### src/hdl/dpt_pkg.sv
`default_nettype none

package dpt_pkg;

  // Divider period in machine cycles.
  localparam int unsigned DivPeriod = 64;

  // Default width of the timer phase accumulator.
  localparam int unsigned PhaseWidthDefault = 16;

  // Clock cycles per machine cycle, as a left shift.
  localparam int unsigned McycleShift = 2;

  // Width of the longest timer period.
  localparam int unsigned PeriodWidth = 11;

  // Timer count that signals an overflow after an increment.
  localparam logic [7:0] WrapValue = 8'h00;

  // Configuration register indexes.
  typedef enum logic [1:0] {
    CfgTimerEnable = 2'd0,
    CfgClockSelect = 2'd1,
    CfgReloadValue = 2'd2
  } cfg_idx_e;

  // Configuration register contents.
  typedef struct packed {
    logic       enable;
    logic [1:0] clock_select;
    logic [7:0] reload;
  } dpt_cfg_t;

  // Timer period in clock cycles for a clock select code.
  function automatic logic [PeriodWidth-1:0] timer_period(input logic [1:0] sel);
    logic [PeriodWidth-1:0] period;
    case (sel)
      2'd0:    period = 11'd1024;
      2'd1:    period = 11'd16;
      2'd2:    period = 11'd64;
      default: period = 11'd256;
    endcase
    return period;
  endfunction

endpackage

`default_nettype wire

### src/hdl/dpt_div_step.sv
`default_nettype none

module dpt_div_step (
  input  wire logic [7:0] phase_q_i,
  input  wire logic [7:0] count_q_i,
  input  wire logic [3:0] cycles_i,
  output logic      [7:0] phase_d_o,
  output logic      [7:0] count_d_o
);
  import dpt_pkg::*;

  logic [8:0] sum;
  logic [7:0] sum_sat;

  // Add the new cycles and saturate at the phase width.
  assign sum     = {1'b0, phase_q_i} + {5'b0, cycles_i};
  assign sum_sat = sum[8] ? 8'hFF : sum[7:0];

  // Take off one period at most and advance the divider count.
  always_comb begin
    if (sum_sat >= 8'(DivPeriod)) begin
      phase_d_o = sum_sat - 8'(DivPeriod);
      count_d_o = count_q_i + 8'd1;
    end else begin
      phase_d_o = sum_sat;
      count_d_o = count_q_i;
    end
  end

endmodule

`default_nettype wire

### src/hdl/dpt_tmr_step.sv
`default_nettype none

module dpt_tmr_step #(
  parameter int unsigned PhaseWidth = dpt_pkg::PhaseWidthDefault
) (
  input  wire dpt_pkg::dpt_cfg_t          cfg_i,
  input  wire logic [PhaseWidth-1:0]      phase_q_i,
  input  wire logic [7:0]                 count_q_i,
  input  wire logic [3:0]                 cycles_i,
  output logic      [PhaseWidth-1:0]      phase_d_o,
  output logic      [7:0]                 count_d_o,
  output logic                            irq_o
);
  import dpt_pkg::*;

  localparam int unsigned SumW = PhaseWidth + 1;

  logic [SumW-1:0]       sum;
  logic [PhaseWidth-1:0] sum_sat;
  logic [PhaseWidth-1:0] period;
  logic [7:0]            next_count;

  // Clock cycles are machine cycles shifted up; saturate at the phase width.
  assign sum     = SumW'(phase_q_i) + (SumW'(cycles_i) << McycleShift);
  assign sum_sat = sum[SumW-1] ? {PhaseWidth{1'b1}} : sum[PhaseWidth-1:0];
  assign period  = PhaseWidth'(timer_period(cfg_i.clock_select));

  assign next_count = count_q_i + 8'd1;

  // One period at most per request; reload and flag the interrupt on overflow.
  always_comb begin
    phase_d_o = phase_q_i;
    count_d_o = count_q_i;
    irq_o     = 1'b0;
    if (cfg_i.enable) begin
      phase_d_o = sum_sat;
      if (sum_sat >= period) begin
        phase_d_o = sum_sat - period;
        if (next_count == WrapValue) begin
          count_d_o = cfg_i.reload;
          irq_o     = 1'b1;
        end else begin
          count_d_o = next_count;
        end
      end
    end
  end

endmodule

`default_nettype wire

### src/hdl/divider_and_prescaled_timer.sv
// Free-running divider and prescaled 8-bit timer, advanced once per request.
// Input channel (in_valid_i / in_ready_o) carries elapsed_cycles_i, the machine
// cycles of one finished instruction. Output channel (out_valid_o / out_ready_i)
// returns one result per request: divider_value_o, timer_value_o and
// timer_irq_o, the latter high when the timer overflowed and was reloaded.
// Configuration writes come on cfg_valid_i / cfg_ready_o with cfg_index_i
// (0 timer_enable, 1 clock_select, 2 reload_value) and cfg_data_i; index 3 is
// ignored. cfg_ready_o is always high.
// The result is registered and appears in the cycle after a request is taken.
// Throughput is one request per cycle when unstalled, set by the single result
// register; the update itself is one add, saturate and compare per counter.
// When the receiver stalls, the result holds and in_ready_o drops until the
// result is taken; a new request is taken in the same cycle a result leaves.
// Reset clears all phases, counts and configuration registers and leaves the
// output channel empty.
`default_nettype none

module divider_and_prescaled_timer #(
  parameter int unsigned PHASE_WIDTH = dpt_pkg::PhaseWidthDefault
) (
  input  wire logic       clk_i,
  input  wire logic       rst_ni,
  input  wire logic       in_valid_i,
  output logic            in_ready_o,
  input  wire logic [3:0] elapsed_cycles_i,
  output logic            out_valid_o,
  input  wire logic       out_ready_i,
  output logic      [7:0] divider_value_o,
  output logic      [7:0] timer_value_o,
  output logic            timer_irq_o,
  input  wire logic       cfg_valid_i,
  output logic            cfg_ready_o,
  input  wire logic [1:0] cfg_index_i,
  input  wire logic [7:0] cfg_data_i
);
  import dpt_pkg::*;

  dpt_cfg_t               cfg_q;
  logic [7:0]             div_phase_q, div_phase_d;
  logic [7:0]             div_count_q, div_count_d;
  logic [PHASE_WIDTH-1:0] tmr_phase_q, tmr_phase_d;
  logic [7:0]             tmr_count_q, tmr_count_d;
  logic                   tmr_irq;
  logic                   out_valid_q;
  logic                   irq_q;
  logic                   accept;

  // Handshakes: a request goes in whenever the result slot is free or leaving.
  assign cfg_ready_o = 1'b1;
  assign in_ready_o  = !out_valid_q || out_ready_i;
  assign accept      = in_valid_i && in_ready_o;

  // Configuration registers.
  always_ff @(posedge clk_i or negedge rst_ni) begin
    if (!rst_ni) begin
      cfg_q <= '0;
    end else if (cfg_valid_i) begin
      case (cfg_idx_e'(cfg_index_i))
        CfgTimerEnable: cfg_q.enable       <= cfg_data_i[0];
        CfgClockSelect: cfg_q.clock_select <= cfg_data_i[1:0];
        CfgReloadValue: cfg_q.reload       <= cfg_data_i;
        default: ;
      endcase
    end
  end

  // Next divider state.
  dpt_div_step u_div_step (
    .phase_q_i (div_phase_q),
    .count_q_i (div_count_q),
    .cycles_i  (elapsed_cycles_i),
    .phase_d_o (div_phase_d),
    .count_d_o (div_count_d)
  );

  // Next timer state.
  dpt_tmr_step #(
    .PhaseWidth (PHASE_WIDTH)
  ) u_tmr_step (
    .cfg_i     (cfg_q),
    .phase_q_i (tmr_phase_q),
    .count_q_i (tmr_count_q),
    .cycles_i  (elapsed_cycles_i),
    .phase_d_o (tmr_phase_d),
    .count_d_o (tmr_count_d),
    .irq_o     (tmr_irq)
  );

  // Counter state; the counts double as the result payload, since they
  // change only when a new result is loaded.
  always_ff @(posedge clk_i or negedge rst_ni) begin
    if (!rst_ni) begin
      div_phase_q <= '0;
      div_count_q <= '0;
      tmr_phase_q <= '0;
      tmr_count_q <= '0;
      irq_q       <= 1'b0;
    end else if (accept) begin
      div_phase_q <= div_phase_d;
      div_count_q <= div_count_d;
      tmr_phase_q <= tmr_phase_d;
      tmr_count_q <= tmr_count_d;
      irq_q       <= tmr_irq;
    end
  end

  // Result valid flag.
  always_ff @(posedge clk_i or negedge rst_ni) begin
    if (!rst_ni) begin
      out_valid_q <= 1'b0;
    end else if (accept) begin
      out_valid_q <= 1'b1;
    end else if (out_ready_i) begin
      out_valid_q <= 1'b0;
    end
  end

  assign out_valid_o     = out_valid_q;
  assign divider_value_o = div_count_q;
  assign timer_value_o   = tmr_count_q;
  assign timer_irq_o     = irq_q;

  // A disabled timer never moves its count.
  assert property (@(posedge clk_i) disable iff (!rst_ni)
    (accept && !cfg_q.enable) |=> $stable(tmr_count_q))
    else $error("timer count moved while the timer was disabled");

  // An overflow shows the reload value with the interrupt flag.
  assert property (@(posedge clk_i) disable iff (!rst_ni)
    (accept && tmr_irq) |=> (timer_irq_o && timer_value_o == $past(cfg_q.reload)))
    else $error("timer overflow did not reload the timer");

  // The divider advances by at most one per request.
  assert property (@(posedge clk_i) disable iff (!rst_ni)
    accept |=> (div_count_q == $past(div_count_q) ||
                div_count_q == $past(div_count_q) + 8'd1))
    else $error("divider advanced by more than one");

endmodule

`default_nettype wire
### config.mk
export PLATFORM = sky130hd
export DESIGN_NAME = divider_and_prescaled_timer
export DESIGN_NICKNAME = d
export VERILOG_FILES = /design/src/hdl/dpt_pkg.sv /design/src/hdl/dpt_div_step.sv /design/src/hdl/dpt_tmr_step.sv /design/src/hdl/divider_and_prescaled_timer.sv
export SDC_FILE = /design/constraint.sdc
export NUM_CORES = 1
export LEC_CHECK = 0
export BUFFER_PORTS_ARGS = -buffer_cell sky130_fd_sc_hd__buf_4
export CAP_MARGIN = 10
export CORE_UTILIZATION = 29
export CTS_BUF_LIST = sky130_fd_sc_hd__clkbuf_16
export CTS_CLUSTER_DIAMETER = 120
export DETAILED_ROUTE_END_ITERATION = 6
export GPL_TIMING_DRIVEN = 0
export MAX_ROUTING_LAYER = met4
export PLACE_DENSITY_LB_ADDON = 0.15
export SETUP_SLACK_MARGIN = 0.15
export SLEW_MARGIN = 25
export SYNTH_ARGS = -nofsm -noshare
export SYNTH_HDL_FRONTEND = slang
export SYNTH_SLANG_ARGS = --single-unit
### constraint.sdc
create_clock -name clk_i -period 7.7 [get_ports clk_i]
set_input_delay 1.54 -clock clk_i [delete_from_list [all_inputs] [get_ports clk_i]]
set_output_delay 1.54 -clock clk_i [all_outputs]
set_load 0.01 [all_outputs]
# Word level (Yosys, flattened, before mapping)
# Index checks and enable logic that the tools add are counted.
[classes]
n_addsub = 6
magnitude_cmp = 2
n_eq_ne = 4
muxes = 11
n_reduce_logical = 13
[op_table]
columns = ["operator", "n"]
rows = [
  ["11-bit case mux with 3 select lines", 1],
  ["16-bit 2-to-1 mux", 2],
  ["8-bit 2-to-1 mux", 3],
  ["16-bit by 6-bit adder with 17-bit output", 1],
  ["8-bit by 1-bit adder with 8-bit output, second input constant", 2],
  ["16-bit by 11-bit greater-or-equal comparator with 1-bit output", 1],
  ["16-bit by 11-bit subtractor with 16-bit output", 1],
  ["2-bit AND reduction", 5],
  ["8-bit by 4-bit adder with 9-bit output", 1],
  ["8-bit by 7-bit greater-or-equal comparator with 1-bit output, second input constant", 1],
  ["8-bit logical NOT", 1],
  ["8-bit by 7-bit subtractor with 8-bit output, second input constant", 1],
  ["1-bit 2-to-1 mux", 5],
  ["2-bit by 1-bit equality test with 1-bit output, second input constant", 2],
  ["2-bit equality test, second input constant", 2],
  ["2-bit logical NOT", 2],
  ["3-bit AND reduction", 1],
  ["2-bit nonzero test", 1],
  ["1-bit logical AND", 1],
  ["1-bit logical NOT", 1],
  ["1-bit logical OR", 1],
]
[totals]
reg_bits = 53
in_bits = 19
output_inout_bits = 20
elab_cells = 45

# Logic depth before layout (Yosys ltp)
[logic_depth]
ltp_word = 5
depth_mapped = 19
ltp_nobuf = 16

# Hierarchy
# Synthesis repeated with hierarchy kept, for this count alone.
[unflattened]
hier_cells = 403
area_unflattened_um2 = 4181.5
[modules_own_cells]
columns = ["module", "n_inst", "cells_each", "area_per_inst_um2", "seq_area_each_um2"]
rows = [
  ["divider_and_prescaled_timer", 1, 117, 2175.8, 1326.3],
  ["dpt_tmr_step", 1, 226, 1521.5, 0.0],
  ["dpt_div_step", 1, 60, 484.2, 0.0],
]

# Least setup slack after synthesis
# No wires, ideal clock.
[synth_timing]
kind = "input -> register"
start = "input elapsed_cycles_i[0]"
end = "register tmr_phase_q[14]"
setup_time_ns = 0.125
arrival_ns = 5.365
required_ns = 7.575
path_slack_ns = 2.211
path_stages = 16
path_cell_list = "ha_1 > fa_1 > a211o_1 > or3b_1 > buf_2 > or2_2 > clkbuf_1 > nand2_1 > ha_1 > nand4_1 > or4_1 > nor3_1 > a41oi_4 > a221oi_1 > mux2i_1 > mux2_2"
[synth_between]
elab_chain_len = 4
[synth_rtl]
columns = ["element", "line", "text"]
rows = [
  ["from (decl)", "divider_and_prescaled_timer.sv:25", "input wire logic [3:0] elapsed_cycles_i,"],
  ["16-bit by 6-bit adder with 17-bit output *", "dpt_tmr_step.sv:24", "assign sum = SumW'(phase_q_i) + (SumW'(cycles_i) << McycleShift);"],
  ["16-bit 2-to-1 mux *", "dpt_tmr_step.sv:25", "assign sum_sat = sum[SumW-1] ? {PhaseWidth{1'b1}} : sum[PhaseWidth-1:0];"],
  ["16-bit by 11-bit subtractor with 16-bit output / 16-bit by 11-bit greater-or-equal comparator with 1-bit output (equally long branches)", "dpt_tmr_step.sv:38, dpt_tmr_step.sv:37", ""],
  ["16-bit 2-to-1 mux *", "dpt_tmr_step.sv:37", "if (sum_sat >= period) begin"],
  ["to (signal assigned)", "divider_and_prescaled_timer.sv:101", "tmr_phase_q <= tmr_phase_d;"],
  ["to (decl)", "divider_and_prescaled_timer.sv:41", "logic [PHASE_WIDTH-1:0] tmr_phase_q, tmr_phase_d;"],
]
# Every way passes the cells marked *; elsewhere a longest branch is shown, timed or not.
# A chain may end at the register's enable or synchronous reset.

# Worst setup path in the final report
# Same ends and word-level chain as after synthesis.

==> flow_summary.ini <==
[outcome]
status = completed

[power]
vdd_drop_max_mv = 0.1262
seqPwrFrac_pct = 29.6
pwr-share-comb_pct = 54.1
internal-power_mw = 0.9378
p_sw_share_pct = 43.22
fin_total_pwr_mw = 1.652
switching_power_mw = 0.7139
clockPowerShare_pct = 16.3
p_leak_nw = 1.846
power_density_nw_per_um2 = 391.6

[setup_path]
arrival_ns = 6.20
required_ns = 7.89
cp-end-kind = register
crit_type = in2reg
cp_max_fo = 10
cpPeakStageDelay_ns = 0.48
cp.buffers_inverters = 3
path_cells = buf_4, ha_1, fa_1, a211o_1, or3b_1, buf_2, or2_2, clkbuf_1, nand2_1, ha_1, nand4_1, or4_1, nor3_1, a41oi_4, a221oi_1, mux2i_1, mux2_2
startpoint_type = input pin
cpMaxStageDelayCell = a221oi_1
cp_common_cell = ha_1
cp_top_family = simple AND/OR/NAND/NOR gates

[synthesis]
yosys_warnings = 0
synth-seq-cells = 53
yosys.area_share.simple_pct = 22.02
synth-compound-area-share_pct = 18.28
synth_edf_count = 0
syn_avg_cell_area_um2 = 9.290
syn-cell-area_um2 = 3586
yosysUniqueCellTypes = 61
synthArstFlopShare_pct = 100.0
synth_top_family_by_area = simple AND/OR/NAND/NOR gates
synth_nets = 424
synth-main-ff-cell = dfrtp_1
postSynthCellCount = 386
ys_seq_area_share_pct = 36.99
yosys.area_share.adder_pct = 7.048
synth-xor-area-share_pct = 5.129
synth.area.mux_share_pct = 7.258

[clocking]
clk_latency_ns = 0.30
clk_pin_slew_ns = 0.08
postCtsHoldBufs = 0
post_cts_resized = 0
cts_buffers = 5
cts_tree = done
post_cts_buffers = 0
cts_buffer_depth = 2
root_buffer = clkbuf_16
htreeDepth = 2
clkSinkCount = 53

[placed_design]
place_area_um2 = 4048
numPortBuffers = 37
dp_cells = 570
hpwl_um = 6549
gp_congestion = 0.8473
dp_slack_ns = 1.358

[finish]
layout-drive-gt1-share_pct = 18.33
syn_to_final_growth_pct = 17.62
final_util_pct = 35.11
antennaDiodeCount = 0
final_net_count = 468
layout_commonest_cell = dfrtp_1
final_cell_mix = dfrtp_1 (53), nand2_1 (44), buf_4 (40)
instances_no_fill = 578
final_area_um2 = 4218

[sta]
final-hold-violation-count = 0
final.setup.tns_ns = 0
worstMarginPinSlew_ns = 0.9861
setup_viol = 0
timing.final.crit_share_pct = 78.07
finalHoldWorstSlack_ns = 0.4731
fin_worst_skew_ns = 0.01066
fin_crit_ns = 6.011
drv_slew = 0
setup_slack_ns = 1.689
max_freq_mhz = 166.3
rsz0062_at_grt = false
relSlewSlack_pct = 33.40

[global_route]
antenna_found_initial = 0
grtUsageTotal_pct = 15.56
grt_max_degree = 54
grt_pass1_vias = 3025
grt.overflow.total = 0
grt_pass1_wl_um = 15350

[die]
start_util_pct = 29.85
rows = 40
die_h_um = 113.2
dieArea_um2 = 12810
core_area_um2 = 12010
die_w_um = 113.2
num_io_pins = 39

[detailed_routing]
wl_per_cell_um = 15.45
wirelength_um = 8930
viasPerCell = 5.182
ant_nets = 0
drcViolationCount = 0
vias = 2995
first_iter_violations = 123
first_pass_iters = 4

[job]
cap_violations = 0

[hold_path]
hp-class = reg2reg
routing by layer:
| layer | vias up | wire length [um] | track usage [%] |
|---|---|---|---|
| met5 | - | 0 | - |
| met4 | 0 | 89 | 3.772 |
| met3 | 7 | 283 | 2.303 |
| met2 | 64 | 4057 | 24.95 |
| met1 | 1427 | 4499 | 20.66 |
| li1 | 1497 | - | - |
synth_stat cells (6+ instances only):
library cell | n | share of area, %
and2_1 | 6 | 1.0
xor2_1 | 7 | 1.7
o21ai_0 | 17 | 2.4
and3_1 | 9 | 1.6
nor2_1 | 23 | 2.4
clkbuf_1 | 7 | 0.73
nor2b_1 | 7 | 1.2
xnor2_1 | 14 | 3.4
a21oi_1 | 23 | 3.2
nand2_1 | 44 | 4.6
a21o_1 | 6 | 1.3
nand3_1 | 16 | 2.2
inv_1 | 9 | 0.94
dfrtp_1 | 53 | 37
nand2b_1 | 8 | 1.4
nand4_1 | 11 | 1.9
mux2i_1 | 8 | 2.2
ha_1 | 17 | 5.9
mux2_2 | 16 | 5.0
nor3_1 | 7 | 0.98
o21a_1 | 6 | 1.3
cells by family after synthesis:
| kind of cell | count (synthesis) |
|---|---|
| compound gates | 92 |
| xor+xnor | 21 |
| fa+ha+maj | 19 |
| buf+inv | 24 |
| flops | 53 |
| mux | 24 |
| other cells | 1 |
| simple gates | 152 |
sequential cells by signal (all words and copies together) (netlist names):
signal / count
tmr_phase_q: 16
cfg_q: 11
div_phase_q: 8
divider_value_o: 8
timer_value_o: 8
out_valid_o: 1
timer_irq_o: 1
cell type report:
cell class / count / area (um2)
clock inverters: 3 / 45.04
plain buffers: 15 / 80.08
repair buffers: 37 / 277.8
fillers: 1240 / 7794
inverters: 9 / 33.78
multi-input cells: 309 / 2146
clock buffers: 5 / 125.1
flip-flops and latches: 53 / 1326
well taps: 147 / 183.9
power groups by stage:
stage	Clock, mW	Sequential, mW	Combinational (mW)
floorplan	0	0.482	0.655
global placement	0	0.492	0.879
detailed placement	0	0.493	0.890
CTS	0.278	0.489	0.897
global route	0.287	0.509	1.01
finish	0.270	0.489	0.893
final timing paths:
kind / depth (start not counted) / to / from / slack (ns)
min in group asynchronous: 1 / tmr_phase_q[14]$_DFFE_PN0P_ / rst_ni / 1.27
max in group asynchronous: 1 / timer_irq_o$_DFFE_PN0P_ / rst_ni / 5.94
worst min register to register: 1 / tmr_phase_q[0]$_DFFE_PN0P_ / tmr_phase_q[0]$_DFFE_PN0P_ / 0.47
worst max-delay path: 17 / tmr_phase_q[14]$_DFFE_PN0P_ / elapsed_cycles_i[0] / 1.69
worst min-delay path: 1 / tmr_phase_q[0]$_DFFE_PN0P_ / tmr_phase_q[0]$_DFFE_PN0P_ / 0.47
worst max register to register: 16 / tmr_phase_q[14]$_DFFE_PN0P_ / tmr_phase_q[2]$_DFFE_PN0P_ / 2.68
Power figures use the tool's default switching activity.
